===== config.mk =====
export PLATFORM = sky130hd
export DESIGN_NAME = text_view_byte_formatter_unit
export DESIGN_NICKNAME = d
export VERILOG_FILES = /design/src/tvbf_pkg.sv /design/src/text_view_byte_formatter_unit.sv /design/src/tvbf_expand.sv /design/src/tvbf_line_counter.sv
export VERILOG_INCLUDE_DIRS = /design/src /design/src/src
export SDC_FILE = /design/constraint.sdc
export NUM_CORES = 1
export LEC_CHECK = 0
export ABC_AREA = 1
export BUFFER_PORTS_ARGS = -buffer_cell sky130_fd_sc_hd__buf_2
export CAP_MARGIN = 20
export CORE_UTILIZATION = 35
export DETAILED_ROUTE_END_ITERATION = 7
export PLACE_DENSITY = 0.57
export SLEW_MARGIN = 40
export SYNTH_ARGS = -nofsm -noshare
export SYNTH_HDL_FRONTEND = slang
export SYNTH_HIERARCHICAL = 1
export SYNTH_SLANG_ARGS = --single-unit
export TNS_END_PERCENT = 1

===== constraint.sdc =====
create_clock -name clk_i -period 6.3 [get_ports clk_i]
set_input_delay 0.945 -clock clk_i [delete_from_list [all_inputs] [get_ports clk_i]]
set_output_delay 0.945 -clock clk_i [all_outputs]
set_load 0.01 [all_outputs]

===== src/text_view_byte_formatter_unit_assert.svh =====
// ----------------------------------------------------------------------------
// Text view byte formatter - assertion macros
// Clocked on clk_i, disabled while rst_ni is low.
// ----------------------------------------------------------------------------
`ifndef TEXT_VIEW_BYTE_FORMATTER_UNIT_ASSERT_SVH
`define TEXT_VIEW_BYTE_FORMATTER_UNIT_ASSERT_SVH

// same-cycle implication
`define TVBF_ASSERT_NOW(label, ante, cons, msg) \
  label: assert property (@(posedge clk_i) disable iff (!rst_ni) (ante) |-> (cons)) \
    else $error(msg);

// next-cycle implication
`define TVBF_ASSERT_NEXT(label, ante, cons, msg) \
  label: assert property (@(posedge clk_i) disable iff (!rst_ni) (ante) |=> (cons)) \
    else $error(msg);

`endif


===== src/tvbf_pkg.sv =====
// ----------------------------------------------------------------------------
// tvbf_pkg
// Types and character codes shared by the text view byte formatter.
// ----------------------------------------------------------------------------
package tvbf_pkg;

  localparam int BODY_MAX = 4;
  localparam int BODY_LEN_W = 3;

  localparam logic [7:0] CH_TAB   = 8'h09;
  localparam logic [7:0] CH_LF    = 8'h0A;
  localparam logic [7:0] CH_SPACE = 8'h20;
  localparam logic [7:0] CH_DOLLAR = 8'h24;
  localparam logic [7:0] CH_DASH  = 8'h2D;
  localparam logic [7:0] CH_ZERO  = 8'h30;
  localparam logic [7:0] CH_QMARK = 8'h3F;
  localparam logic [7:0] CH_I     = 8'h49;
  localparam logic [7:0] CH_M     = 8'h4D;
  localparam logic [7:0] CH_CARET = 8'h5E;

  localparam logic [6:0] CTRL_LIMIT = 7'd32;
  localparam logic [6:0] CODE_DEL   = 7'd127;
  localparam logic [7:0] CARET_OFS  = 8'd64;

  localparam logic [3:0] BCD_NINE = 4'd9;

  typedef enum logic [2:0] {
    REG_CTRL_VIS      = 3'd0,
    REG_EOL_MARK      = 3'd1,
    REG_TAB_VIS       = 3'd2,
    REG_SQUEEZE_BLANK = 3'd3,
    REG_NUMBER_MODE   = 3'd4
  } reg_idx_e;

  typedef struct packed {
    logic ctrl_vis;
    logic eol_mark;
    logic tab_vis;
  } view_cfg_t;

  typedef logic [BODY_MAX-1:0][7:0] body_t;

endpackage


===== src/text_view_byte_formatter_unit.sv =====
// ----------------------------------------------------------------------------
// text_view_byte_formatter_unit
// Formats a text byte stream: optional line numbers, blank-line squeezing,
// visible tabs and line ends, and caret / M- notation for control bytes.
//
//   channel  dir  handshake                  payload
//   in       in   in_valid_i / in_ready_o    in_byte_i
//   out      out  out_valid_o / out_ready_i  out_byte_o, last_of_run_o
//   cfg      in   cfg_wr_en_i                cfg_index_i, cfg_wdata_i
//
// One output word per cycle while out_ready_i allows; an input byte occupies
// the item register until it has issued all its output words (1 to 4, plus
// the line number field of max(digits, PAD_WIDTH) + 1 words at a numbered
// line start), and a dropped blank line leaves without a word. A new byte is
// taken in the cycle its predecessor issues its last word. Reset clears the
// counter to one and all settings to zero. out_ready_i low holds the output
// register and the item in place.
// ----------------------------------------------------------------------------
module text_view_byte_formatter_unit #(
  parameter int COUNT_DIGITS = 10,
  parameter int PAD_WIDTH    = 6
) (
  input  logic       clk_i,
  input  logic       rst_ni,
  input  logic       cfg_wr_en_i,
  input  logic [2:0] cfg_index_i,
  input  logic [1:0] cfg_wdata_i,
  input  logic       in_valid_i,
  output logic       in_ready_o,
  input  logic [7:0] in_byte_i,
  output logic       out_valid_o,
  input  logic       out_ready_i,
  output logic [7:0] out_byte_o,
  output logic       last_of_run_o
);

  localparam int NUM_MAX = (COUNT_DIGITS > PAD_WIDTH) ? COUNT_DIGITS : PAD_WIDTH;
  localparam int MAX_RES = NUM_MAX + 1 + tvbf_pkg::BODY_MAX;
  localparam int IDX_W   = $clog2(MAX_RES);
  localparam int CNT_W   = $clog2(MAX_RES + 1);
  localparam int SIG_W   = $clog2(COUNT_DIGITS + 1);
  localparam int DIG_W   = $clog2(COUNT_DIGITS);
  localparam logic [CNT_W-1:0] PadW = CNT_W'(PAD_WIDTH);

  // settings
  logic       snp_q, ends_q, tabs_q, squeeze_q;
  logic [1:0] mode_q;

  // item register and line state
  logic             item_v_q;
  logic [7:0]       byte_q;
  logic [IDX_W-1:0] idx_q;
  logic             at_start_q, last_empty_q;

  // output register
  logic       out_v_q;
  logic [7:0] out_byte_q;
  logic       out_last_q;

  tvbf_pkg::view_cfg_t                  view_cfg;
  tvbf_pkg::body_t                      body;
  logic [tvbf_pkg::BODY_LEN_W-1:0]      body_len;
  logic [SIG_W-1:0]                     sig;
  logic [3:0]                           digit;
  logic [DIG_W-1:0]                     digit_sel;

  logic             blank, squeezed, num_en;
  logic [CNT_W-1:0] sig_ext, num_w, num_off, total, idx_ext, body_pos;
  logic             is_last, out_free, step, done, load, in_acc, incr;
  logic [7:0]       word;

  assign view_cfg = '{ctrl_vis: snp_q, eol_mark: ends_q, tab_vis: tabs_q};

  tvbf_expand u_expand (
    .byte_i (byte_q),
    .cfg_i  (view_cfg),
    .body_o (body),
    .len_o  (body_len)
  );

  tvbf_line_counter #(
    .COUNT_DIGITS (COUNT_DIGITS)
  ) u_counter (
    .clk_i   (clk_i),
    .rst_ni  (rst_ni),
    .incr_i  (incr),
    .sel_i   (digit_sel),
    .digit_o (digit),
    .sig_o   (sig)
  );

  assign blank    = (byte_q == tvbf_pkg::CH_LF);
  assign squeezed = at_start_q & squeeze_q & blank & last_empty_q;
  assign num_en   = at_start_q & (mode_q[1] ? !blank : mode_q[0]);

  assign sig_ext  = CNT_W'(sig);
  assign num_w    = (sig_ext > PadW) ? sig_ext : PadW;
  assign num_off  = num_en ? (num_w + CNT_W'(1)) : '0;
  assign total    = num_off + CNT_W'(body_len);
  assign idx_ext  = CNT_W'(idx_q);
  assign is_last  = (idx_ext == total - CNT_W'(1));
  assign body_pos = idx_ext - num_off;
  assign digit_sel = DIG_W'(num_w - CNT_W'(1) - idx_ext);

  always_comb begin
    if (idx_ext < num_off) begin
      if (idx_ext < num_w - sig_ext) begin
        word = tvbf_pkg::CH_SPACE;
      end else if (idx_ext < num_w) begin
        word = tvbf_pkg::CH_ZERO | {4'd0, digit};
      end else begin
        word = tvbf_pkg::CH_TAB;
      end
    end else begin
      word = body[body_pos[1:0]];
    end
  end

  assign out_free   = !out_v_q | out_ready_i;
  assign step       = item_v_q & (squeezed | out_free);
  assign done       = step & (squeezed | is_last);
  assign load       = step & !squeezed;
  assign incr       = done & !squeezed & num_en;
  assign in_ready_o = !item_v_q | done;
  assign in_acc     = in_valid_i & in_ready_o;

  always_ff @(posedge clk_i or negedge rst_ni) begin
    if (!rst_ni) begin
      snp_q     <= 1'b0;
      ends_q    <= 1'b0;
      tabs_q    <= 1'b0;
      squeeze_q <= 1'b0;
      mode_q    <= 2'd0;
    end else if (cfg_wr_en_i) begin
      case (tvbf_pkg::reg_idx_e'(cfg_index_i))
        tvbf_pkg::REG_CTRL_VIS:      snp_q     <= cfg_wdata_i[0];
        tvbf_pkg::REG_EOL_MARK:      ends_q    <= cfg_wdata_i[0];
        tvbf_pkg::REG_TAB_VIS:       tabs_q    <= cfg_wdata_i[0];
        tvbf_pkg::REG_SQUEEZE_BLANK: squeeze_q <= cfg_wdata_i[0];
        tvbf_pkg::REG_NUMBER_MODE:   mode_q    <= cfg_wdata_i;
        default: ;
      endcase
    end
  end

  always_ff @(posedge clk_i or negedge rst_ni) begin
    if (!rst_ni) begin
      item_v_q     <= 1'b0;
      idx_q        <= '0;
      at_start_q   <= 1'b1;
      last_empty_q <= 1'b0;
      out_v_q      <= 1'b0;
    end else begin
      if (in_acc) begin
        item_v_q <= 1'b1;
      end else if (done) begin
        item_v_q <= 1'b0;
      end
      if (done) begin
        idx_q <= '0;
      end else if (load) begin
        idx_q <= idx_q + IDX_W'(1);
      end
      if (done && !squeezed) begin
        at_start_q <= blank;
        if (blank) begin
          last_empty_q <= at_start_q;
        end
      end
      if (load) begin
        out_v_q <= 1'b1;
      end else if (out_ready_i) begin
        out_v_q <= 1'b0;
      end
    end
  end

  always_ff @(posedge clk_i) begin
    if (in_acc) begin
      byte_q <= in_byte_i;
    end
    if (load) begin
      out_byte_q <= word;
      out_last_q <= is_last;
    end
  end

  assign out_valid_o   = out_v_q;
  assign out_byte_o    = out_byte_q;
  assign last_of_run_o = out_last_q;

`include "text_view_byte_formatter_unit_assert.svh"

  `TVBF_ASSERT_NOW(a_idx_in_range, item_v_q && !squeezed, idx_ext < total, "index past end")
  `TVBF_ASSERT_NOW(a_last_frees_item, load && is_last, in_ready_o, "last word but item held")
  `TVBF_ASSERT_NEXT(a_newline_starts_line, done && blank, at_start_q, "newline left line open")

endmodule


===== src/tvbf_expand.sv =====
// ----------------------------------------------------------------------------
// tvbf_expand
// Expands one text byte into its visible form (1 to 4 bytes).
// ----------------------------------------------------------------------------
module tvbf_expand (
  input  logic [7:0]                       byte_i,
  input  tvbf_pkg::view_cfg_t              cfg_i,
  output tvbf_pkg::body_t                  body_o,
  output logic [tvbf_pkg::BODY_LEN_W-1:0]  len_o
);

  logic [6:0] low7;
  logic [7:0] t0, t1;
  logic [tvbf_pkg::BODY_LEN_W-1:0] tlen;

  assign low7 = byte_i[6:0];

  // tail after an optional M- prefix
  always_comb begin
    t0   = {1'b0, low7};
    t1   = '0;
    tlen = tvbf_pkg::BODY_LEN_W'(1);
    if (low7 < tvbf_pkg::CTRL_LIMIT) begin
      t0   = tvbf_pkg::CH_CARET;
      t1   = {1'b0, low7} + tvbf_pkg::CARET_OFS;
      tlen = tvbf_pkg::BODY_LEN_W'(2);
    end else if (low7 == tvbf_pkg::CODE_DEL) begin
      t0   = tvbf_pkg::CH_CARET;
      t1   = tvbf_pkg::CH_QMARK;
      tlen = tvbf_pkg::BODY_LEN_W'(2);
    end
  end

  always_comb begin
    body_o = '0;
    len_o  = tvbf_pkg::BODY_LEN_W'(1);
    if (byte_i == tvbf_pkg::CH_LF) begin
      if (cfg_i.eol_mark) begin
        body_o[0] = tvbf_pkg::CH_DOLLAR;
        body_o[1] = tvbf_pkg::CH_LF;
        len_o     = tvbf_pkg::BODY_LEN_W'(2);
      end else begin
        body_o[0] = tvbf_pkg::CH_LF;
      end
    end else if (byte_i == tvbf_pkg::CH_TAB) begin
      if (cfg_i.tab_vis) begin
        body_o[0] = tvbf_pkg::CH_CARET;
        body_o[1] = tvbf_pkg::CH_I;
        len_o     = tvbf_pkg::BODY_LEN_W'(2);
      end else begin
        body_o[0] = tvbf_pkg::CH_TAB;
      end
    end else if (!cfg_i.ctrl_vis) begin
      body_o[0] = byte_i;
    end else if (byte_i[7]) begin
      body_o[0] = tvbf_pkg::CH_M;
      body_o[1] = tvbf_pkg::CH_DASH;
      body_o[2] = t0;
      body_o[3] = t1;
      len_o     = tlen + tvbf_pkg::BODY_LEN_W'(2);
    end else begin
      body_o[0] = t0;
      body_o[1] = t1;
      len_o     = tlen;
    end
  end

endmodule


===== src/tvbf_line_counter.sv =====
// ----------------------------------------------------------------------------
// tvbf_line_counter
// Saturating BCD line counter with digit read port and length of the number.
// ----------------------------------------------------------------------------
module tvbf_line_counter #(
  parameter int COUNT_DIGITS = 10
) (
  input  logic                               clk_i,
  input  logic                               rst_ni,
  input  logic                               incr_i,
  input  logic [$clog2(COUNT_DIGITS)-1:0]    sel_i,
  output logic [3:0]                         digit_o,
  output logic [$clog2(COUNT_DIGITS+1)-1:0]  sig_o
);

  localparam int SIG_W = $clog2(COUNT_DIGITS + 1);
  localparam logic [COUNT_DIGITS-1:0][3:0] DIGITS_ONE = {{(COUNT_DIGITS-1){4'd0}}, 4'd1};

  logic [COUNT_DIGITS-1:0][3:0] digits_q, digits_d;
  logic [COUNT_DIGITS:0]        carry;

  always_comb begin
    carry[0] = 1'b1;
    for (int i = 0; i < COUNT_DIGITS; i++) begin
      carry[i+1] = carry[i] & (digits_q[i] == tvbf_pkg::BCD_NINE);
    end
  end

  always_comb begin
    digits_d = digits_q;
    if (incr_i && !carry[COUNT_DIGITS]) begin
      for (int i = 0; i < COUNT_DIGITS; i++) begin
        if (carry[i]) begin
          digits_d[i] = (digits_q[i] == tvbf_pkg::BCD_NINE) ? 4'd0 : digits_q[i] + 4'd1;
        end
      end
    end
  end

  always_ff @(posedge clk_i or negedge rst_ni) begin
    if (!rst_ni) begin
      digits_q <= DIGITS_ONE;
    end else begin
      digits_q <= digits_d;
    end
  end

  // count of significant digits, at least one
  always_comb begin
    sig_o = SIG_W'(1);
    for (int i = 1; i < COUNT_DIGITS; i++) begin
      if (digits_q[i] != 4'd0) begin
        sig_o = SIG_W'(i + 1);
      end
    end
  end

  assign digit_o = (int'(sel_i) < COUNT_DIGITS) ? digits_q[sel_i] : 4'd0;

endmodule


==> results of run 1 <==
## critical path, cell delays in order, from the launching register on
cell and delay [ns]:
dfrtp_1 0.45, nor4_1 0.43, o21ai_0 0.13, nand2_1 0.07, nand2_1 0.04, nand2_1 0.08, nand2_1 0.05, a21boi_0 0.39
nand3_1 0.16, nand2_1 0.10, inv_2 0.04, nor2_1 0.17, ha_1 0.27, nand3_1 0.13, ha_1 0.24, inv_1 0.05
ha_1 0.13, inv_1 0.05, fa_1 0.46, xnor2_1 0.16, nor3_2 0.23, nand3_4 0.14, nand2_1 0.09, nand2_2 0.08
nand2_1 0.09, buf_2 0.13
## sequential cells by signal, indices dropped and copies added (netlist names)
signal              flops
tabs_q                  1
out_valid_o             1
idx_ext                 4
at_start_q              1
mode_q                  2
last_of_run_o           1
last_empty_q            1
ends_q                  1
item_v_q                1
u_counter/digits_q     40
out_byte_o              8
squeeze_q               1
snp_q                   1
byte_q                  8
## cell usage in the layout (no fill, tap or decap), types with 9 or more instances in the layout
| cell | synthesis | final |
|---|---|---|
| a21oi_1 | 43 | 42 |
| buf_2 | 4 | 28 |
| clkbuf_16 | 0 | 9 |
| dfrtp_1 | 52 | 52 |
| edfxtp_1 | 17 | 17 |
| ha_1 | 19 | 19 |
| inv_1 | 99 | 99 |
| inv_2 | 12 | 12 |
| nand2_1 | 195 | 195 |
| nand2_2 | 10 | 10 |
| nand3_1 | 51 | 51 |
| nand3_2 | 9 | 9 |
| nand4_1 | 43 | 43 |
| nor2_1 | 56 | 56 |
| nor2_2 | 9 | 9 |
| nor3_1 | 11 | 10 |
| o21ai_0 | 60 | 60 |
| xor2_1 | 12 | 12 |
## routing by layer
metal | vias up | part of all wire, %
met2 | 89 | 44
met5 | - | 0
met1 | 2414 | 51
met3 | 18 | 2.9
li1 | 2728 | -
met4 | 0 | 2.0
## final timing paths
check / startpoint / end
max in group asynchronous: rst_ni / snp_q
worst max register to register: u_counter/digits_q[4] / u_counter/digits_q[4]
min in group asynchronous: rst_ni / u_counter/digits_q[21]
worst min register to register: last_empty_q / last_empty_q
worst max-delay path: u_counter/digits_q[4] / in_ready_o
worst min-delay path: last_empty_q / last_empty_q
## where the power goes
group,switching (mW),internal (mW),total (mW),leakage [nW]
logic,0.729,0.405,1.13,2.02
clock network,0.199,0.301,0.500,0.139
registers,0.0850,0.592,0.677,0.886
total,1.01,1.30,2.31,3.04
## cell families after synthesis
logic type,Yosys count
other,2
multiplexers,1
AND/OR/NAND/NOR,426
XOR/XNOR,17
adder cells (fa/ha/maj),22
flip-flops,71
buffers and inverters,135
AO/OA/AOI/OAI,132
## area by class of cell
type / instances / area share, %
Multi-Input combinational cell: 602 / 53.03
Sequential cell: 71 / 29.32
Clock inverter: 6 / 0.8068
Timing Repair Buffer: 30 / 2.440
Tap cell: 216 / 4.250
Clock buffer: 10 / 3.601
Inverter: 111 / 6.553
## stage by stage
stage / instance area (um^2) / setup WS (ns)
floorplan: 5758 / 1.521
global placement: 6066 / 1.078
detailed placement: 6075 / 0.9949
CTS: 6355 / 0.6590
global route: 6359 / 0.1502
finish: 6359 / 0.6436
==> impl_metrics.csv, run 1 <==
group,metric,value,unit
worst_setup_path,endpoint_kind,"primary output",
synth,synth_commonest_cells,"nand2_1 (195), inv_1 (99), o21ai_0 (60)",
synth,synthAdderAreaFrac,5.178,%
synth,yosys_warnings,6,
synth,synthMuxAreaShare,0.1958,%
synth,synth.distinct_cells,54,
clock_tree,clkTransAtPathRegs,0.05,ns
synth,synth_area_leaders,"dfrtp_1 (23%), nand2_1 (13%), edfxtp_1 (8.9%)",
run,maxCapViolCount,0,
floorplanning,num_rows,46,
power_and_ir_drop,totalPowerFinal,2.312,mW
sta,tightest_slew,0.7392,ns
sta,finClkSkew,0.008514,ns
detailed_routing,wl,13.64,mm
global_routing,use_met2,25.78,%
detailed_routing,dr.pass1.iters,5,
detailed_routing,wire_per_inst,13.04,um
detailed_routing,viasPerCell,5.018,
synth,synth_area_leader_cell,"dfrtp_1",
sta,rsz0062_at_grt,"false",
global_routing,track_usage,17.06,%
global_routing,antenna_found_initial,0,
clock_tree,clock_latency,0.35,ns
sta,min_period_over_period,89.78,%
global_routing,grt_util_met3,2.255,%
min_path,holdPathStages,2,
layout,fill_cells,1654,
global_routing,grt-ovfl-total,0,
place,place_inst,1030,
clock_tree,htreeDepth,3,
power_and_ir_drop,p_per_area,363.6,nW/um^2
clock_tree,clock_path_buffers,2,
clock_tree,cts_root_buf,"clkbuf_16",
clock_tree,cts_hold_buf,0,
power_and_ir_drop,leakage,3.041,nW
floorplanning,core,15940,um^2
floorplanning,die_width,130.2,um
synth,synth.ff_latch_count,71,
synth,synth_top_cell_area_share,22.63,%
clock_tree,ctsResizeCount,0,
clock_tree,cts.sinks,71,
synth,yosysSeqAreaShare,32.42,%
floorplanning,dieArea,16950,um^2
worst_setup_path,arrival,4.71,ns
synth,syn_avg_cell_area,7.135,um^2
floorplanning,fp.dieH,130.2,um
detailed_routing,drcViolationCount,0,
power_and_ir_drop,ir_drop,0.0001498,V
layout,drive_gt1_share,14.10,%
clock_tree,cts_tree,"built",
layout,final_cells,1046,
global_routing,grt_max_degree,55,
sta,setup_violations,0,
sta,fin_tns_setup,0,ns
synth,synth_xor_area_share,2.589,%
layout,multi_input_area,3372,um^2
clock_tree,cts_inserted_buffers,9,
worst_setup_path,startpoint_type,"flip-flop",
worst_setup_path,critPathMaxFanout,8,
detailed_routing,drtIter0Drc,387,
min_path,hp-class,"flip-flop to flip-flop",
place,dp_hpwl,10.10,mm
synth,synth-edff-count,17,
synth,synth_area,5751,um^2
run_status,status,"finished, final reports clean",
sta,clock.fmax,176.8,MHz
worst_setup_path,worst-r2r-setup-slack,1.00,ns
global_routing,grt_pass1_wl,22.54,mm
sta,slew_headroom,49.94,%
synth,synth.most_common_cell,"nand2_1",
place,place_congestion,0.8407,
clock_tree,cts_setup_buffers,0,
place,portBuffers,28,
sta,period_minus_slack,5.656,ns
global_routing,grt_pass1_vias,4584,
synth,netlist_instances,806,
layout,nNetsFinal,865,
synth,yosys.area_share.simple,37.49,%
worst_setup_path,worst_r2r_path_depth,26,
detailed_routing,ant_nets,0,
floorplanning,initial_core_util,36.07,%
worst_setup_path,critical_path_required,5.35,ns
synth,synthArstFlopShare,76.06,%
synth,synth_compound_area_share,12.62,%
sta,hold_viol,0,
layout,area_growth,10.57,%
sta,fin_hold_ws,0.4721,ns
floorplanning,io_pins,29,
synth,ys.flop_type,"dfrtp_1",
detailed_routing,vias,5249,
layout,n_antenna_cell,0,
layout,final_util,39.88,%
sta,drv_slew,0,
layout,seqCellArea,1864,um^2
synth,synth_top_family_by_area,"simple AND/OR/NAND/NOR gates",
global_routing,grt_busiest_layer,"met2",
worst_setup_path,critical_path_class,"flip-flop to primary output",
global_routing,use_met1,24.18,%
Power figures use the tool's default switching activity.
==> inputs of run 2 (changes only) <==
--- a/config.mk
+++ b/config.mk
@@ -11,7 +11,7 @@
 export CAP_MARGIN = 20
 export CORE_UTILIZATION = 35
 export DETAILED_ROUTE_END_ITERATION = 7
-export PLACE_DENSITY = 0.57
+export PLACE_DENSITY = 0.56
 export SLEW_MARGIN = 40
 export SYNTH_ARGS = -nofsm -noshare
 export SYNTH_HDL_FRONTEND = slang
==> impl_metrics.csv, run 2 (same netlist as run 1, synthesis figures left out) <==
group,metric,value,unit
sta,rsz0062_at_grt,"false",
floorplanning,die_width,130.2,um
worst_setup_path,arrival,4.66,ns
place,place_congestion,0.8461,
detailed_routing,ant_nets,0,
clock_tree,htreeDepth,3,
run,maxCapViolCount,0,
floorplanning,initial_core_util,36.07,%
clock_tree,cts_inserted_buffers,9,
clock_tree,clkTransAtPathRegs,0.06,ns
layout,final_cells,1046,
power_and_ir_drop,seq_power_share,29.3,%
global_routing,track_usage,17.53,%
layout,top_register,"u_counter/digits_q",
sta,hold_viol,0,
power_and_ir_drop,ir_drop,0.0001385,V
min_path,min_to,"last_empty_q",
global_routing,grt_pass1_vias,4627,
sta,tightest_slew,0.7582,ns
layout,layout_common_cells,"nand2_1 (195), inv_1 (99), o21ai_0 (60)",
worst_setup_path,slowest_stage,"dfrtp_1",
clock_tree,clock_path_buffers,2,
detailed_routing,drcViolationCount,0,
sta,finClkSkew,0.005407,ns
place,pre_cts_ws,1.054,ns
min_path,min_from,"last_empty_q",
worst_setup_path,cp_slowest_stage_delay,0.45,ns
layout,multi_input_area,3372,um^2
clock_tree,cts_tree,"built",
layout,area_growth,10.94,%
global_routing,antenna_found_initial,0,
global_routing,grt_max_degree,55,
power_and_ir_drop,totalPowerFinal,2.323,mW
layout,seqCellArea,1864,um^2
detailed_routing,wl,13.82,mm
layout,layout_commonest_cell,"nand2_1",
sta,min_period_over_period,88.98,%
floorplanning,dieArea,16950,um^2
sta,period_minus_slack,5.606,ns
clock_tree,cts.sinks,71,
power_and_ir_drop,p_switching,1.022,mW
detailed_routing,wire_per_inst,13.21,um
global_routing,grt_pass1_wl,23.08,mm
layout,largest_register_ffs,40,
min_path,holdPathStages,2,
power_and_ir_drop,p_sw_share,44.01,%
floorplanning,io_pins,29,
power_and_ir_drop,p_per_area,364.0,nW/um^2
place,dp_hpwl,10.16,mm
detailed_routing,viasPerCell,4.938,
sta,fin_ws,0.6945,ns
sta,setup_violations,0,
min_path,hp-class,"flip-flop to flip-flop",
power_and_ir_drop,leakage,3.044,nW
clock_tree,cts_setup_buffers,0,
detailed_routing,vias,5165,
clock_tree,cts_root_buf,"clkbuf_16",
clock_tree,ctsResizeCount,0,
power_and_ir_drop,clockPowerShare,22.0,%
power_and_ir_drop,power.internal,1.300,mW
layout,nNetsFinal,865,
layout,drive_gt1_share,14.46,%
clock_tree,cts_hold_buf,0,
worst_setup_path,startpoint_type,"flip-flop",
worst_setup_path,worstReg2RegEnd,"u_counter/digits_q[29]",
worst_setup_path,worst-r2r-setup-slack,1.27,ns
global_routing,grt-ovfl-total,0,
floorplanning,fp.dieH,130.2,um
worst_setup_path,critical_path_class,"flip-flop to primary output",
sta,clock.fmax,178.4,MHz
sta,drv_slew,0,
sta,fin_tns_setup,0,ns
floorplanning,core,15940,um^2
layout,fill_cells,1665,
detailed_routing,drtIter0Drc,374,
worst_setup_path,critical_path_required,5.35,ns
power_and_ir_drop,pwr-share-comb,48.7,%
place,place_inst,1030,
worst_setup_path,critPathMaxFanout,8,
sta,fin_hold_ws,0.4761,ns
worst_setup_path,path_common_cell,"nand2_1",
worst_setup_path,endpoint_kind,"primary output",
floorplanning,num_rows,46,
worst_setup_path,worst_r2r_path_depth,31,
worst_setup_path,r2r_start,"u_counter/digits_q[4]",
sta,slew_headroom,48.65,%
detailed_routing,dr.pass1.iters,7,
run_status,status,"finished, final reports clean",
clock_tree,clock_latency,0.35,ns
layout,n_antenna_cell,0,
place,portBuffers,28,
[run 2: per-layer routing]
metal	track usage [%]	wire, um	vias up
li1	-	-	2728
met1	25.73	7319	2357
met2	25.53	5926	65
met3	2.501	354	15
met4	7.250	214	0
met5	0	0	-
[run 2: how the worst max path moves through the flow]
stage / start / to / slack, ns / cells after the start
3_3_place_gp: u_counter/digits_q[4] / in_ready_o / 1.12 / 30
2_1_floorplan: u_counter/digits_q[4] / u_counter/digits_q[37] / 1.52 / 28
4_1_cts: u_counter/digits_q[4] / in_ready_o / 0.66 / 30
3_5_place_dp: u_counter/digits_q[4] / in_ready_o / 1.05 / 30
5_1_grt: u_counter/digits_q[4] / in_ready_o / 0.17 / 30
6_report: u_counter/digits_q[4] / in_ready_o / 0.69 / 30
[run 2: critical path: cells and delay by family, from the launching register on]
kind,cells,cell delay (ns)
simple gates,18,1.96
fa+ha+maj,4,1.01
compound gates,2,0.49
flops,1,0.45
buf+inv,6,0.38
[run 2: final cells by class]
cell class,count,area share [%]
Clock inverter,7,1.000
Timing Repair Buffer,30,2.628
Sequential cell,71,29.22
Multi-Input combinational cell,602,52.85
Tap cell,216,4.236
Inverter,111,6.531
Clock buffer,9,3.530
[run 2: per-stage QoR]
step	instance area [um^2]	utilization, %
floorplan	5758	-
global placement	6078	38.13
detailed placement	6087	38.18
CTS	6376	39.99
global route	6380	40.02
finish	6380	40.02
[run 2: power groups by stage]
stage	registers [mW]	clock network, mW	logic [mW]
after floorplan	0.678	0	0.849
after global placement	0.690	0	1.13
final	0.681	0.512	1.13
after CTS	0.682	0.526	1.13
after global routing	0.697	0.540	1.29
after detailed placement	0.690	0	1.13
==> inputs of run 3 (changes only) <==
--- a/config.mk
+++ b/config.mk
@@ -9,9 +9,11 @@
 export ABC_AREA = 1
 export BUFFER_PORTS_ARGS = -buffer_cell sky130_fd_sc_hd__buf_2
 export CAP_MARGIN = 20
+export CELL_PAD_IN_SITES_DETAIL_PLACEMENT = 0
+export CELL_PAD_IN_SITES_GLOBAL_PLACEMENT = 1
 export CORE_UTILIZATION = 35
 export DETAILED_ROUTE_END_ITERATION = 7
-export PLACE_DENSITY = 0.56
+export PLACE_DENSITY = 0.71
 export SLEW_MARGIN = 40
 export SYNTH_ARGS = -nofsm -noshare
 export SYNTH_HDL_FRONTEND = slang
==> impl_metrics.csv, run 3 (same netlist as run 1, synthesis figures left out) <==
group,metric,value,unit
run_status,status,"finished, final reports clean",
clock_tree,clock_path_buffers,2,
place,portBuffers,28,
layout,n_antenna_cell,0,
sta,fin_tns_setup,0,ns
clock_tree,cts_root_buf,"clkbuf_16",
detailed_routing,wl,14.46,mm
worst_setup_path,crit_buf_inv,4,
sta,clock.fmax,175.8,MHz
floorplanning,core,15940,um^2
floorplanning,num_rows,46,
detailed_routing,vias,5308,
worst_setup_path,endpoint_kind,"primary output",
detailed_routing,drtIter0Drc,348,
worst_setup_path,critical_path_required,5.35,ns
place,dp_hpwl,10.65,mm
clock_tree,cts_hold_buf,0,
global_routing,grt_max_degree,55,
clock_tree,clock_latency,0.35,ns
worst_setup_path,critical_path_class,"flip-flop to primary output",
floorplanning,dieArea,16950,um^2
global_routing,grt-ovfl-total,0,
clock_tree,cts_setup_buffers,0,
detailed_routing,ant_nets,0,
worst_setup_path,crit_family,"simple AND/OR/NAND/NOR gates",
worst_setup_path,critPathMaxFanout,8,
layout,drive_gt1_share,14.44,%
global_routing,antenna_found_initial,0,
floorplanning,initial_core_util,36.07,%
detailed_routing,viasPerCell,5.070,
worst_setup_path,slowest_stage,"dfrtp_1",
sta,finClkSkew,0.008329,ns
global_routing,grt_pass1_wl,23.92,mm
layout,top_register,"u_counter/digits_q",
clock_tree,cts_inserted_buffers,9,
detailed_routing,dr.pass1.iters,5,
place,place_congestion,0.8048,
sta,tightest_slew,0.7650,ns
worst_setup_path,startpoint_type,"flip-flop",
floorplanning,die_width,130.2,um
layout,final_util,39.99,%
floorplanning,fp.dieH,130.2,um
min_path,hp-class,"flip-flop to flip-flop",
layout,largest_register_ffs,40,
clock_tree,cts.sinks,71,
detailed_routing,wire_per_inst,13.81,um
clock_tree,clkTransAtPathRegs,0.06,ns
sta,setup_violations,0,
run,maxCapViolCount,0,
sta,fin_hold_ws,0.4785,ns
worst_setup_path,path_common_cell,"nand2_1",
worst_setup_path,cp_slowest_stage_delay,0.46,ns
clock_tree,htreeDepth,3,
power_and_ir_drop,p_per_area,365.6,nW/um^2
worst_setup_path,arrival,4.74,ns
sta,hold_viol,0,
sta,period_minus_slack,5.689,ns
sta,min_period_over_period,90.30,%
place,pre_cts_ws,1.022,ns
sta,fin_ws,0.6108,ns
power_and_ir_drop,ir_drop,0.0001610,V
layout,fill_cells,1686,
place,place_inst,1031,
floorplanning,io_pins,29,
global_routing,grt_pass1_vias,4777,
layout,nNetsFinal,866,
global_routing,track_usage,18.24,%
layout,area_growth,10.88,%
sta,rsz0062_at_grt,"false",
detailed_routing,drcViolationCount,0,
power_and_ir_drop,leakage,3.045,nW
layout,layout_commonest_cell,"nand2_1",
sta,slew_headroom,48.20,%
layout,layout_common_cells,"nand2_1 (195), inv_1 (99), o21ai_0 (60)",
layout,final_cells,1047,
sta,drv_slew,0,
clock_tree,ctsResizeCount,0,
clock_tree,cts_tree,"built",
## run 3: stage by stage
stage	area [um^2]	power, mW
after global placement	6086	1.842
after global routing	6376	2.550
after CTS	6376	2.356
final	6376	2.331
after detailed placement	6086	1.832
after floorplan	5758	1.527
## run 3: layer usage
metal  global-route usage (%)  up-vias  part of all wire, %
met5                        0        -                    0
met4                    6.977        0                  1.9
met3                    3.157       21                  3.3
met2                    27.13       85                   44
met1                    26.17     2467                   51
li1                         -     2735                    -
## run 3: path summary, 6_finish.rpt
check                                          to  slack [ns]  cells past startpoint             startpoint
min in group asynchronous  u_counter/digits_q[24]        0.73                      2                 rst_ni
max reg2reg                             byte_q[7]        1.15                     24  u_counter/digits_q[4]
max in group asynchronous  u_counter/digits_q[23]        5.06                      2                 rst_ni
min reg2reg                          last_empty_q        0.48                      2           last_empty_q
min                                  last_empty_q        0.48                      2           last_empty_q
max                                    in_ready_o        0.61                     25  u_counter/digits_q[4]
## run 3: worst register-to-register path, delay by kind of cell (launching register included)
kind	cells	cell delay [ns]
adders and majority gates	4	1.11
xor gates and xnor gates	1	0.16
buffers and inverters	3	0.15
DFF	1	0.46
and+or+nand+nor	13	1.78
AOI/OAI and AO/OA	3	1.13
## run 3: area by class of cell
| class | instances | area [um^2] | area share [%] |
|---|---|---|---|
| Clock buffer | 10 | 229.0 | 3.591 |
| Clock inverter | 6 | 61.31 | 0.9615 |
| Inverter | 111 | 416.7 | 6.535 |
| Multi-Input combinational cell | 602 | 3359 | 52.69 |
| Sequential cell | 71 | 1864 | 29.24 |
| Tap cell | 216 | 270.3 | 4.239 |
| Timing Repair Buffer | 31 | 175.2 | 2.747 |
## run 3: power by group
| group | internal [mW] | leakage (nW) | switching (mW) |
|---|---|---|---|
| clock | 0.305 | 0.142 | 0.203 |
| combinational | 0.405 | 2.02 | 0.736 |
| sequential | 0.592 | 0.886 | 0.0898 |
| total | 1.30 | 3.04 | 1.03 |
